[src/sapq_pkg.sv]
`timescale 1ns / 1ps

package sapq_pkg;

  // Field widths fixed by the interface
  localparam int ValW  = 32;
  localparam int PrioW = 16;
  localparam int CfgW  = 7;

  // Default number of cells and capacity after reset
  localparam int             DefaultDepth = 64;
  localparam logic [CfgW-1:0] CapReset    = 7'd64;

  // Command kinds
  localparam logic KindInsert = 1'b0;
  localparam logic KindRemove = 1'b1;

  // Result status codes
  typedef enum logic [1:0] {
    ST_OK    = 2'd0,
    ST_FULL  = 2'd1,
    ST_EMPTY = 2'd2
  } sapq_status_e;

  // Per-cycle command broadcast to every cell
  typedef struct packed {
    logic ins;
    logic rem;
  } sapq_ctrl_t;

endpackage

[src/sapq_cell.sv]
`timescale 1ns / 1ps

module sapq_cell (
  input  logic                               clk_i,
  input  sapq_pkg::sapq_ctrl_t               ctrl_i,
  input  logic                               occ_i,
  input  logic signed [sapq_pkg::ValW-1:0]   new_val_i,
  input  logic        [sapq_pkg::PrioW-1:0]  new_prio_i,
  input  logic                               left_keep_i,
  input  logic signed [sapq_pkg::ValW-1:0]   left_val_i,
  input  logic        [sapq_pkg::PrioW-1:0]  left_prio_i,
  input  logic signed [sapq_pkg::ValW-1:0]   right_val_i,
  input  logic        [sapq_pkg::PrioW-1:0]  right_prio_i,
  output logic                               keep_o,
  output logic signed [sapq_pkg::ValW-1:0]   val_o,
  output logic        [sapq_pkg::PrioW-1:0]  prio_o
);
  import sapq_pkg::*;

  logic signed [ValW-1:0]  val_q, val_d;
  logic        [PrioW-1:0] prio_q, prio_d;

  // An occupied cell with strictly higher priority stays put on insert
  assign keep_o = occ_i && (prio_q > new_prio_i);

  // Insert: hold, take the new entry, or take the left neighbour.
  // Remove: take the right neighbour.
  always_comb begin
    val_d  = val_q;
    prio_d = prio_q;
    if (ctrl_i.ins) begin
      if (!keep_o) begin
        if (left_keep_i) begin
          val_d  = new_val_i;
          prio_d = new_prio_i;
        end else begin
          val_d  = left_val_i;
          prio_d = left_prio_i;
        end
      end
    end else if (ctrl_i.rem) begin
      val_d  = right_val_i;
      prio_d = right_prio_i;
    end
  end

  // Entry storage, no reset needed
  always_ff @(posedge clk_i) begin
    val_q  <= val_d;
    prio_q <= prio_d;
  end

  assign val_o  = val_q;
  assign prio_o = prio_q;

endmodule

[config.mk]
export PLATFORM = sky130hd
export DESIGN_NAME = sapq_cell
export DESIGN_NICKNAME = d
export VERILOG_FILES = /design/src/sapq_pkg.sv /design/src/sapq_cell.sv
export SDC_FILE = /design/constraint.sdc
export NUM_CORES = 1
export LEC_CHECK = 0
export ABC_AREA = 0
export ABC_CLOCK_PERIOD_IN_PS = 11300
export BUFFER_PORTS_ARGS = -buffer_cell sky130_fd_sc_hd__clkbuf_2
export CORE_MARGIN = 5
export CORE_UTILIZATION = 45
export DETAILED_ROUTE_END_ITERATION = 8
export PLACE_DENSITY = 0.86
export RECOVER_POWER = 25
export SYNTH_ARGS = -nofsm -noshare
export SYNTH_HDL_FRONTEND = slang
export SYNTH_SLANG_ARGS = --single-unit
[constraint.sdc]
create_clock -name clk_i -period 11.3 [get_ports clk_i]
set_clock_uncertainty 0.1 [all_clocks]
set_input_delay 1.13 -clock clk_i [delete_from_list [all_inputs] [get_ports clk_i]]
set_output_delay 1.13 -clock clk_i [all_outputs]
set_load 0.02 [all_outputs]
# Word-level counts from Yosys, hierarchy flattened
# Index checks and enable logic that the tools add are counted.
[classes]
order_cmp = 1
eq_ne = 1
muxes = 8
n_reduce_logical = 3
[op_table]
columns = ["op", "count"]
rows = [
  ["$mux 32", 4],
  ["$mux 16", 4],
  ["$gt 16x16->1", 1],
  ["$ne 2x2->1 const B", 1],
  ["$reduce_and 2->1", 1],
  ["$reduce_bool 2->1", 1],
  ["$logic_and 1x1->1", 1],
]
[word_totals]
regBits = 48
in_bits = 149
elab_cells = 15

# Depth between registers and ports, before layout
# Gate-level depths: netlist of run 1.
[logic_depth]
depth_word = 4
depth_mapped = 7
ltp_nobuf = 7

# Least setup slack after synthesis of run 1
# Ideal clock, no wire load.
[synth_path]
path_kind = "input to register"
start = "input new_prio_i[15] (netlist name)"
end = "register prio_q[0] (netlist: prio_o[0]) (enable)"
t_arrival_ns = 4.827
required_time_ns = 10.730
slack_ns = 5.903
path_stages = 7
n_path_buf = 0
path_cell_list = "inv_1 ha_1 nand4_2 or4_4 o21ai_1 a31oi_2 a21oi_1"
[synth_via]
elab_chain_len = 4
[synth_rtl]
columns = ["item", "line_no", "rtl"]
rows = [
  ["start: declaration", "sapq_cell.sv:8", "input logic [sapq_pkg::PrioW-1:0] new_prio_i,"],
  ["$gt 16x16->1", "sapq_cell.sv:24", "assign keep_o = occ_i && (prio_q > new_prio_i);"],
  ["$logic_and 1x1->1", "sapq_cell.sv:24", ""],
  ["named net keep_o", "sapq_cell.sv:14", "output logic keep_o,"],
  ["$ne 2x2->1 (no line)", "-", ""],
  ["$reduce_and 2->1 (no line)", "-", ""],
  ["end signal: assignment", "sapq_cell.sv:50", "prio_q <= prio_d;"],
  ["end: declaration", "sapq_cell.sv:21", "logic [PrioW-1:0] prio_q, prio_d;"],
]
# The timed path passes the listed nets, and every way through them passes these cells.
# A chain may end at the register's enable or synchronous reset.

# Worst setup path in the final report of run 1
[layout_path]
start = "input new_prio_i[15] (netlist name)"
end = "output keep_o"
[layout_via]
elab_chain_len = 2
[layout_rtl]
columns = ["item", "line_no"]
rows = [
  ["$gt 16x16->1", "sapq_cell.sv:24"],
  ["$logic_and 1x1->1", "sapq_cell.sv:24"],
  ["end: declaration", "sapq_cell.sv:14"],
]
# Every way passes these cells.

==> reports/qor.csv, run 1 <==
stage,metric,value,unit
final_layout,"commonest non-fill, non-tap cells in the layout","159 x clkbuf_2, 54 x a21oi_1, 51 x nor2_1, 48 x mux2i_1, 48 x edfxtp_1",
die,# rows,29,
job,maxcap violations,0,
logic_synthesis,cells after synthesis,270,
cts,clock tree buffer depth,2,
grt,largest net degree at the start of global routing,99,
logic_synthesis,Synth Net Count,435,
placement,Inst Count DP,530,
final_layout,# nets final,625,
routing,initial drt markers,80,
pwr,worst vdd ir,0.0614,mV
logic_synthesis,Yosys warning total,0,
final_layout,count of non-filler cells in the finished layout,538,
cts,Worst-Skew Late Latency,290,ps
die,Die X,89.4,um
cts,# hold bufs at CTS,0,
die,Initial Util,45.5,%
sta,Slew Limit Fails,0,
cts,H-tree depth,2,
die,Ports,198,
cts,postcts setup bufs,0,
logic_synthesis,top cell type's share of synthesized area,50.8,%
routing,final WL,8320,um
grt,vias in the first global route,2703,
final_layout,Synth-to-Final Area Change,38.3,%
die,die area,7990,um^2
grt,first-pass GRT wire length,12100,um
setup_path,CP required,10070,ps
routing,per-cell routed wire length,15.5,um
logic_synthesis,synthesized flop and latch total,48,
sta,clock period minus worst slack,4210,ps
worst_hold_path,worst hold path type,in2reg,
routing,"antenna viol nets, final",0,
setup_path,crit end category,primary output,
sta,crit share post-route,37.3,%
sta,setup TNS,0,ps
routing,DR pass1 iterations,5,
sta,Worst-Margin Slew,902,ps
placement,I/O Buffers,197,
final_layout,"most common cell after layout, fill and taps aside",clkbuf_2,
run_status,status,completed,
cts,"Reg clk slew, reported paths",90,ps
logic_synthesis,"Cell Area, Synth",2840,um^2
sta,Slew headroom,39.8,%
routing,vias per std cell,5.10,
pwr,pwr/cell area,117,nW/um^2
placement,dpl hpwl,6710,um
final_layout,layout cells sized above 1,38.0,%
cts,post-cts gate resize count,0,
cts,CTS tree,yes,
grt,antenna violations before repair,0,
logic_synthesis,register area share after synthesis,50.8,%
setup_path,CP startpoint kind,input port,
sta,final hold violation count,0,
grt,grt total ovfl,0,
cts,CTS root buf,clkbuf_8,
logic_synthesis,Unique masters post-synth,20,
pwr,Leakage Power,1.94,nW
sta,setup violators final,0,
routing,routed via count,2742,
logic_synthesis,Mean Syn Cell Area,10.5,um^2
sta,RSZ-0062 raised after global routing,no,
setup_path,crit path DAT,2980,ps
grt,GRT Overall Usage,19.6,%
placement,Final Wtd Congestion,0.803,
setup_path,WS Path Type,in2out,
setup_path,CP max FO,4,
sta,achievable frequency,237,MHz
logic_synthesis,biggest area consumer among synthesized cells,edfxtp_1,
die,core area,6240,um^2
cts,TritonCTS Buffers,5,
final_layout,Antenna Cells,0,
routing,DRC violations left,0,
die,chip height,89.4,um
cts,CTS sink cnt,48,
logic_synthesis,top cells by area in the synthesized netlist,"edfxtp_1 51%, mux2i_1 17%, a21oi_1 9.7%",
==> cell families after synthesis <==
logic type / Yosys count / share of synthesized area, %
DFF: 48 / 50.8
and+or+nand+nor: 64 / 9.44
buffers and inverters: 33 / 4.59
AOI/OAI and AO/OA: 61 / 11.2
muxes: 48 / 16.9
adders and majority gates: 16 / 7.05
==> power by group <==
group	internal (mW)	switching, mW	total (mW)
clock	0.0433	0.0578	0.101
combinational	0.0506	0.0782	0.129
sequential	0.221	0.00694	0.228
==> metrics by stage <==
| stage | hold slack, ps | cell area (um^2) | util [%] | setup WS (ps) | power (mW) |
|---|---|---|---|---|---|
| 6_report | 1050 | 3930 | 62.9 | 7090 | 0.458 |
| 5_1_grt | 1060 | 3930 | 62.9 | 7000 | 0.483 |
| 4_1_cts | 1040 | 3970 | 63.6 | 7070 | 0.467 |
| 3_5_place_dp | 1360 | 3880 | 62.2 | 7070 | 0.365 |
| 3_3_place_gp | 1290 | 3880 | 62.2 | 7140 | 0.359 |
| 2_1_floorplan | 1260 | 2840 | - | 5900 | 0.306 |
==> worst max-delay path: stages <==
cell	delay, ps
clkbuf_2	100
inv_1	40
ha_1	320
nand4_2	150
or4_4	560
a21o_1	170
a31oi_2	280
clkbuf_2	220
==> layer usage <==
layer | vias to the layer above | share of wire, % | wire length, um | GRT usage, %
met5 | - | 0 | 0 | 0
met4 | 0 | 1.7 | 145 | 6.77
met3 | 13 | 8.9 | 740 | 4.70
met2 | 142 | 53 | 4430 | 36.0
met1 | 1235 | 36 | 3000 | 22.0
li1 | 1352 | - | - | -
==> sequential cells by signal (all words and copies together) (netlist names) <==
register and count:
val_o 32, prio_o 16
==> cell usage after synthesis, drive strengths merged <==
cell type	n
a21o	1
nand2	6
nor2	51
ha	16
mux2i	48
nand4	3
o21ai	3
clkbuf	12
o211ai	1
nor3	1
nor4	1
buf	5
edfxtp	48
or4	1
a21oi	55
a31oi	1
nor2b	1
inv	16
==> worst paths after layout <==
path,startpoint,to,slack [ps],depth (start not counted)
setup / recovery,new_prio_i[15],keep_o,7090,8
hold / removal,right_prio_i[10],prio_o[10],1050,3
setup reg to reg,prio_o[11],prio_o[13],8400,7
hold reg to reg,prio_o[15],prio_o[15],1370,5
==> layout make-up <==
class,count,area [um^2]
fill,558,2320
sequential,48,1440
multi-input combinational,189,1280
timing repair buffer,200,963
tap,77,96.3
clock buffer,5,68.8
inverter,16,60.1
clock inverter,3,17.5
Note: power is estimated with default switching activity, not from simulation.
==> run 2: changes to the inputs <==
Settings changed: ABC_AREA 0 to 1, ABC_CLOCK_PERIOD_IN_PS 11300 to 3850, CORE_UTILIZATION 45 to 38, PLACE_DENSITY 0.86 to 0.76.
Clock period 11.3 ns to 3.85 ns, I/O delays scaled along.
==> reports/qor.csv, run 2 <==
stage,metric,value,unit,change
run_status,status,completed,,
logic_synthesis,"Cell Area, Synth",2920,um^2,+2.8%
pwr,worst vdd ir,0.149,mV,+140%
final_layout,Synth-to-Final Area Change,36.8,%,
routing,final WL,8700,um,+4.6%
routing,"antenna viol nets, final",0,,unchanged
die,Initial Util,38.4,%,-7.1 points
sta,Slew headroom,39.0,%,-0.82 points
placement,DP Worst Slack,1190,ps,-5880 ps
sta,clock period minus worst slack,2500,ps,
placement,dpl hpwl,6630,um,-1.1%
logic_synthesis,register area share after synthesis,49.4,%,-1.4 points
final_layout,Util after Layout,52.5,%,-10 points
final_layout,"most common cell after layout, fill and taps aside",clkbuf_2,,
sta,PnR worst setup slack,1350,ps,-5740 ps
setup_path,CP bufs+invs,1,,-2
final_layout,area of the multi-input gates,1260,um^2,-1.4%
logic_synthesis,Mean Syn Cell Area,8.61,um^2,-18%
logic_synthesis,synthesized flop and latch total,48,,unchanged
setup_path,CP startpoint kind,flop,,
cts,Worst-Skew Late Latency,290,ps,about the same
die,Die X,97.6,um,+9.2%
placement,I/O Buffers,197,,unchanged
sta,setup violators final,0,,unchanged
grt,GRT Overall Usage,17.6,%,-2.0 points
cts,postcts setup bufs,0,,unchanged
job,maxcap violations,0,,unchanged
final_layout,layout cells sized above 1,36.6,%,-1.3 points
setup_path,CP max FO,40,,+36
routing,initial drt markers,185,,+130%
cts,H-tree depth,2,,unchanged
cts,clock tree buffer depth,2,,unchanged
sta,final hold violation count,0,,unchanged
final_layout,max reg flops,32,,unchanged
die,die area,9530,um^2,+19%
sta,achievable frequency,400,MHz,
sta,crit share post-route,65.0,%,
setup_path,Worst path max stage delay,490,ps,-70 ps
placement,Inst Count DP,621,,+17%
die,# rows,32,,+10%
setup_path,crit end category,flop,,
worst_hold_path,worst hold path type,in2reg,,
final_layout,count of non-filler cells in the finished layout,629,,+17%
cts,CTS sink cnt,48,,unchanged
setup_path,WS Path Type,reg2reg,,
die,Ports,198,,unchanged
die,chip height,97.6,um,+9.2%
final_layout,Antenna Cells,0,,unchanged
final_layout,post-route cell area,3990,um^2,+1.7%
sta,RSZ-0062 raised after global routing,no,,
grt,first-pass GRT wire length,13800,um,+15%
setup_path,crit path DAT,2340,ps,-640 ps
routing,routed via count,3015,,+10%
cts,# hold bufs at CTS,0,,unchanged
setup_path,CP required,3690,ps,-6380 ps
logic_synthesis,top cells by area in the synthesized netlist,"edfxtp_1 49%, o21ai_0 13%, nand2_1 9.1%",,
cts,CTS tree,yes,,
sta,Slew Limit Fails,0,,unchanged
logic_synthesis,top cell type's share of synthesized area,49.4,%,-1.4 points
logic_synthesis,dominant synthesized flop cell,edfxtp_1,,
placement,Final Wtd Congestion,0.890,,+11%
routing,DR pass1 iterations,7,,+2
die,core area,7610,um^2,+22%
logic_synthesis,Yosys warning total,0,,unchanged
logic_synthesis,most numerous cell in the Yosys netlist,o21ai_0,,
cts,TritonCTS Buffers,5,,unchanged
sta,Worst-Margin Slew,915,ps,+12.2 ps
final_layout,fill count,763,,+37%
placement,DP Area,3930,um^2,+1.2%
cts,CTS root buf,clkbuf_8,,
cts,"Reg clk slew, reported paths",80,ps,about the same
pwr,Leakage Power,1.92,nW,-1.3%
logic_synthesis,Post-synth EDFFs,48,,unchanged
logic_synthesis,share of synthesized registers carrying an async set or reset,0,%,unchanged
final_layout,"commonest non-fill, non-tap cells in the layout","161 x clkbuf_2, 77 x o21ai_0, 70 x nand2_1, 48 x edfxtp_1, 37 x clkbuf_1",,
pwr,pwr/cell area,348,nW/um^2,+200%
setup_path,Crit path max-delay family,simple AND/OR/NAND/NOR gates,,
logic_synthesis,Synth Net Count,504,,+16%
grt,vias in the first global route,3052,,+13%
logic_synthesis,most frequent cells after synthesis,"77 x o21ai_0, 71 x nand2_1, 48 x edfxtp_1, 33 x nor2_1, 23 x inv_1",,
grt,antenna violations before repair,0,,unchanged
logic_synthesis,biggest area consumer among synthesized cells,edfxtp_1,,
setup_path,CP Cell Sequence,ha_1 -> nand2_1 -> nor2_1 -> nand2_1 -> o21a_1 -> nand2_1 -> nand2_1 -> nand2_2 -> buf_4,,
final_layout,# nets final,691,,+11%
sta,setup TNS,0,ps,unchanged
setup_path,most frequent cell on the critical path,nand2_1,,
routing,vias per std cell,4.79,,-6.0%
cts,post-cts gate resize count,0,,unchanged
setup_path,crit path max-delay cell type,buf_4,,
routing,DRC violations left,0,,unchanged
grt,grt total ovfl,0,,unchanged
grt,largest net degree at the start of global routing,50,,-49%
final_layout,register area,1440,um^2,unchanged
logic_synthesis,cells after synthesis,339,,+26%
logic_synthesis,Unique masters post-synth,21,,+5.0%
routing,per-cell routed wire length,13.8,um,-11%
## run 2: kinds of logic (layout without fill, tap and decap cells)
group | count (synthesis) | in the layout | synth area share (%)
simple gates | 126 | 126 | 18.1
fa+ha+maj | 16 | 16 | 6.86
compound gates | 105 | 105 | 18.2
buf+inv | 44 | 232 | 7.50
flops | 48 | 48 | 49.4
## run 2: final timing paths
| kind | start | to | slack, ps | depth (start not counted) |
|---|---|---|---|---|
| worst max-delay path | prio_o[15] | val_o[22] | 1350 | 9 |
| worst min-delay path | right_val_i[1] | val_o[1] | 270 | 3 |
| worst max register to register | prio_o[15] | val_o[22] | 1350 | 9 |
| worst min register to register | prio_o[15] | val_o[12] | 1080 | 8 |
## run 2: final cells by class
| cell class | count | area share (%) |
|---|---|---|
| Inverter | 24 | 2.32 |
| Timing Repair Buffer | 200 | 24.1 |
| Sequential cell | 48 | 36.1 |
| Clock inverter | 2 | 0.877 |
| Multi-Input combinational cell | 247 | 31.6 |
| Tap cell | 102 | 3.20 |
| Clock buffer | 6 | 1.82 |
## run 2: tightest hold or removal path, stage by stage
cell      delay (ps)
clkbuf_2          70
nand2_1           40
o21ai_0           50
## run 2: per-stage QoR
step / hold WS [ps] / total power [mW]
finish: 268 / 1.39
global route: 263 / 1.48
global placement: 568 / 1.05
CTS: 256 / 1.42
detailed placement: 571 / 1.06
floorplan: 476 / 0.896
## run 2: routing by layer
metal  GRT usage (%)  part of all wire [%]  up-vias
li1                -                     -     1521
met1            20.9                    42     1341
met2            30.8                    50      143
met3            4.88                   7.5       10
met4            5.43                  0.98        0
met5               0                     0        -
## run 2: power breakdown
| part | internal (mW) | total (mW) | switching, mW |
|---|---|---|---|
| clock | 0.193 | 0.352 | 0.160 |
| sequential | 0.648 | 0.667 | 0.0195 |
| combinational | 0.135 | 0.369 | 0.234 |
| total | 0.976 | 1.39 | 0.413 |
==> run 3: changes to the inputs <==
Settings changed: ABC_CLOCK_PERIOD_IN_PS 3850 to 2000.
Clock period 3.85 ns to 2 ns, I/O delays scaled along.
==> reports/qor.csv, run 3 (synthesized netlist as in run 2, its figures left out) <==
stage,metric,value,unit,change
sta,Final Hold Slack,91.0,ps,-177 ps
sta,setup violators final,49,,+49
cts,Worst-Skew Late Latency,290,ps,about the same
die,Die X,97.6,um,unchanged
routing,final WL,8750,um,+0.56%
final_layout,Synth-to-Final Area Change,48.2,%,
final_layout,Antenna Cells,0,,unchanged
die,core area,7610,um^2,unchanged
pwr,pwr/cell area,624,nW/um^2,+79%
pwr,worst vdd ir,0.282,mV,+89%
final_layout,post-route cell area,4320,um^2,+8.3%
grt,grt total ovfl,0,,unchanged
setup_path,CP max FO,8,,-80%
sta,achievable frequency,483,MHz,+21%
grt,vias in the first global route,3047,,-0.16%
setup_path,crit end category,flop,,
sta,RSZ-0062 raised after global routing,yes,,
routing,DR pass1 iterations,4,,-3
routing,DRC violations left,0,,unchanged
grt,largest net degree at the start of global routing,49,,-2.0%
sta,Slew Limit Fails,0,,unchanged
cts,TritonCTS Buffers,5,,unchanged
die,chip height,97.6,um,unchanged
setup_path,WS Path Type,reg2reg,,
sta,PnR worst setup slack,-71.7,ps,-1420 ps
sta,Worst-Margin Slew,597,ps,-317 ps
placement,DP Area,4030,um^2,+2.6%
cts,clock tree buffer depth,2,,unchanged
die,# rows,32,,unchanged
final_layout,"most common cell after layout, fill and taps aside",clkbuf_2,,
run_status,failing checks,negative setup slack,,
cts,# hold bufs at CTS,0,,unchanged
grt,first-pass GRT wire length,13800,um,-0.40%
sta,final hold violation count,0,,unchanged
cts,CTS tree,yes,,
die,Ports,198,,unchanged
placement,I/O Buffers,197,,unchanged
setup_path,Critical Path Start,prio_o[13],,
setup_path,CP required,1910,ps,-1780 ps
routing,initial drt markers,74,,-60%
placement,dpl hpwl,6820,um,+2.9%
final_layout,# nets final,706,,+2.2%
job,maxcap violations,0,,unchanged
final_layout,max reg flops,32,,unchanged
setup_path,CP startpoint kind,flop,,
sta,crit share post-route,104,%,+39 points
setup_path,crit path DAT,1990,ps,-350 ps
pwr,Leakage Power,2.13,nW,+11%
worst_hold_path,hold depth,3,,unchanged
die,die area,9530,um^2,unchanged
cts,CTS root buf,clkbuf_8,,
grt,antenna violations before repair,0,,unchanged
die,Initial Util,38.4,%,unchanged
routing,per-cell routed wire length,13.6,um,-1.8%
worst_hold_path,worst hold path type,in2reg,,
cts,H-tree depth,2,,unchanged
run_status,status,"complete, but fails checks",,
sta,Slew headroom,60.2,%,+21 points
placement,Final Wtd Congestion,0.900,,+1.2%
cts,"Reg clk slew, reported paths",90,ps,about the same
cts,CTS sink cnt,48,,unchanged
routing,routed via count,3054,,+1.3%
setup_path,Worst R2R Path Depth,9,,unchanged
grt,GRT Overall Usage,17.5,%,-0.069 points
worst_hold_path,min-delay src,right_val_i[10],,
setup_path,reg2reg start,prio_o[13],,
final_layout,"commonest non-fill, non-tap cells in the layout","196 x clkbuf_2, 76 x o21ai_0, 64 x nand2_1, 48 x edfxtp_1, 30 x nor2_1",,
routing,vias per std cell,4.74,,-1.1%
routing,"antenna viol nets, final",0,,unchanged
sta,clock period minus worst slack,2070,ps,-430 ps
final_layout,layout cells sized above 1,47.2,%,+11 points
==> run 3: through the flow <==
stage / utilization, % / total power [mW] / setup WS [ps] / std cells / setup TNS, ps
5_1_grt: 56.8 / 2.87 / -199 / 644 / -8930
4_1_cts: 54.8 / 2.65 / -61.8 / 638 / -1760
3_3_place_gp: 53.0 / 2.06 / 3.94 / 629 / 0
2_1_floorplan: - / 1.73 / -68.6 / 339 / -3290
3_5_place_dp: 53.0 / 2.09 / -40.9 / 629 / -1640
6_report: 56.8 / 2.70 / -71.7 / 644 / -2500
==> run 3: layout make-up <==
type,instances,area [um^2]
well taps,102,128
clock inverters,1,3.75
repair buffers,215,1240
clock buffers,7,76.3
multi-input cells,247,1350
inverters,24,92.6
fillers,713,3280
flip-flops and latches,48,1440
==> run 3: metal layers <==
layer,vias to the layer above,GRT usage [%],share of wire (%)
met1,1359,20.4,40
met3,7,5.81,8.8
li1,1554,-,-
met5,-,0,0
met2,134,31.2,50
met4,0,4.15,0.91
==> run 3: timing repair <==
item	CTS	global route
gates cloned	1	4
resized for setup	7	13
endpoints found under the hold margin	0	0
buffers inserted	0	2
endpoints found under the setup margin	49	49
pin swaps	6	8
==> run 3: path summary, 6_finish.rpt <==
check                                 end  slack, ps
worst max register to register   val_o[8]        -70
worst min-delay path            val_o[10]         90
worst min register to register   val_o[7]       1240
worst max-delay path             val_o[8]        -70
==> run 3: critical path, stage by stage, from the launching register on <==
cell	delay [ps]
edfxtp_1	450
ha_4	310
nand2_2	70
nor2_4	120
nand2_2	70
o21a_1	190
nand2_2	70
nand2_2	80
nand2_8	170
clkbuf_16	170
==> run 3: report_power, final <==
part	switching, mW	leakage, nW	internal (mW)
Clock	0.295	0.0399	0.244
Sequential	0.0394	0.478	1.25
Combinational	0.494	1.62	0.379
Total	0.828	2.13	1.87
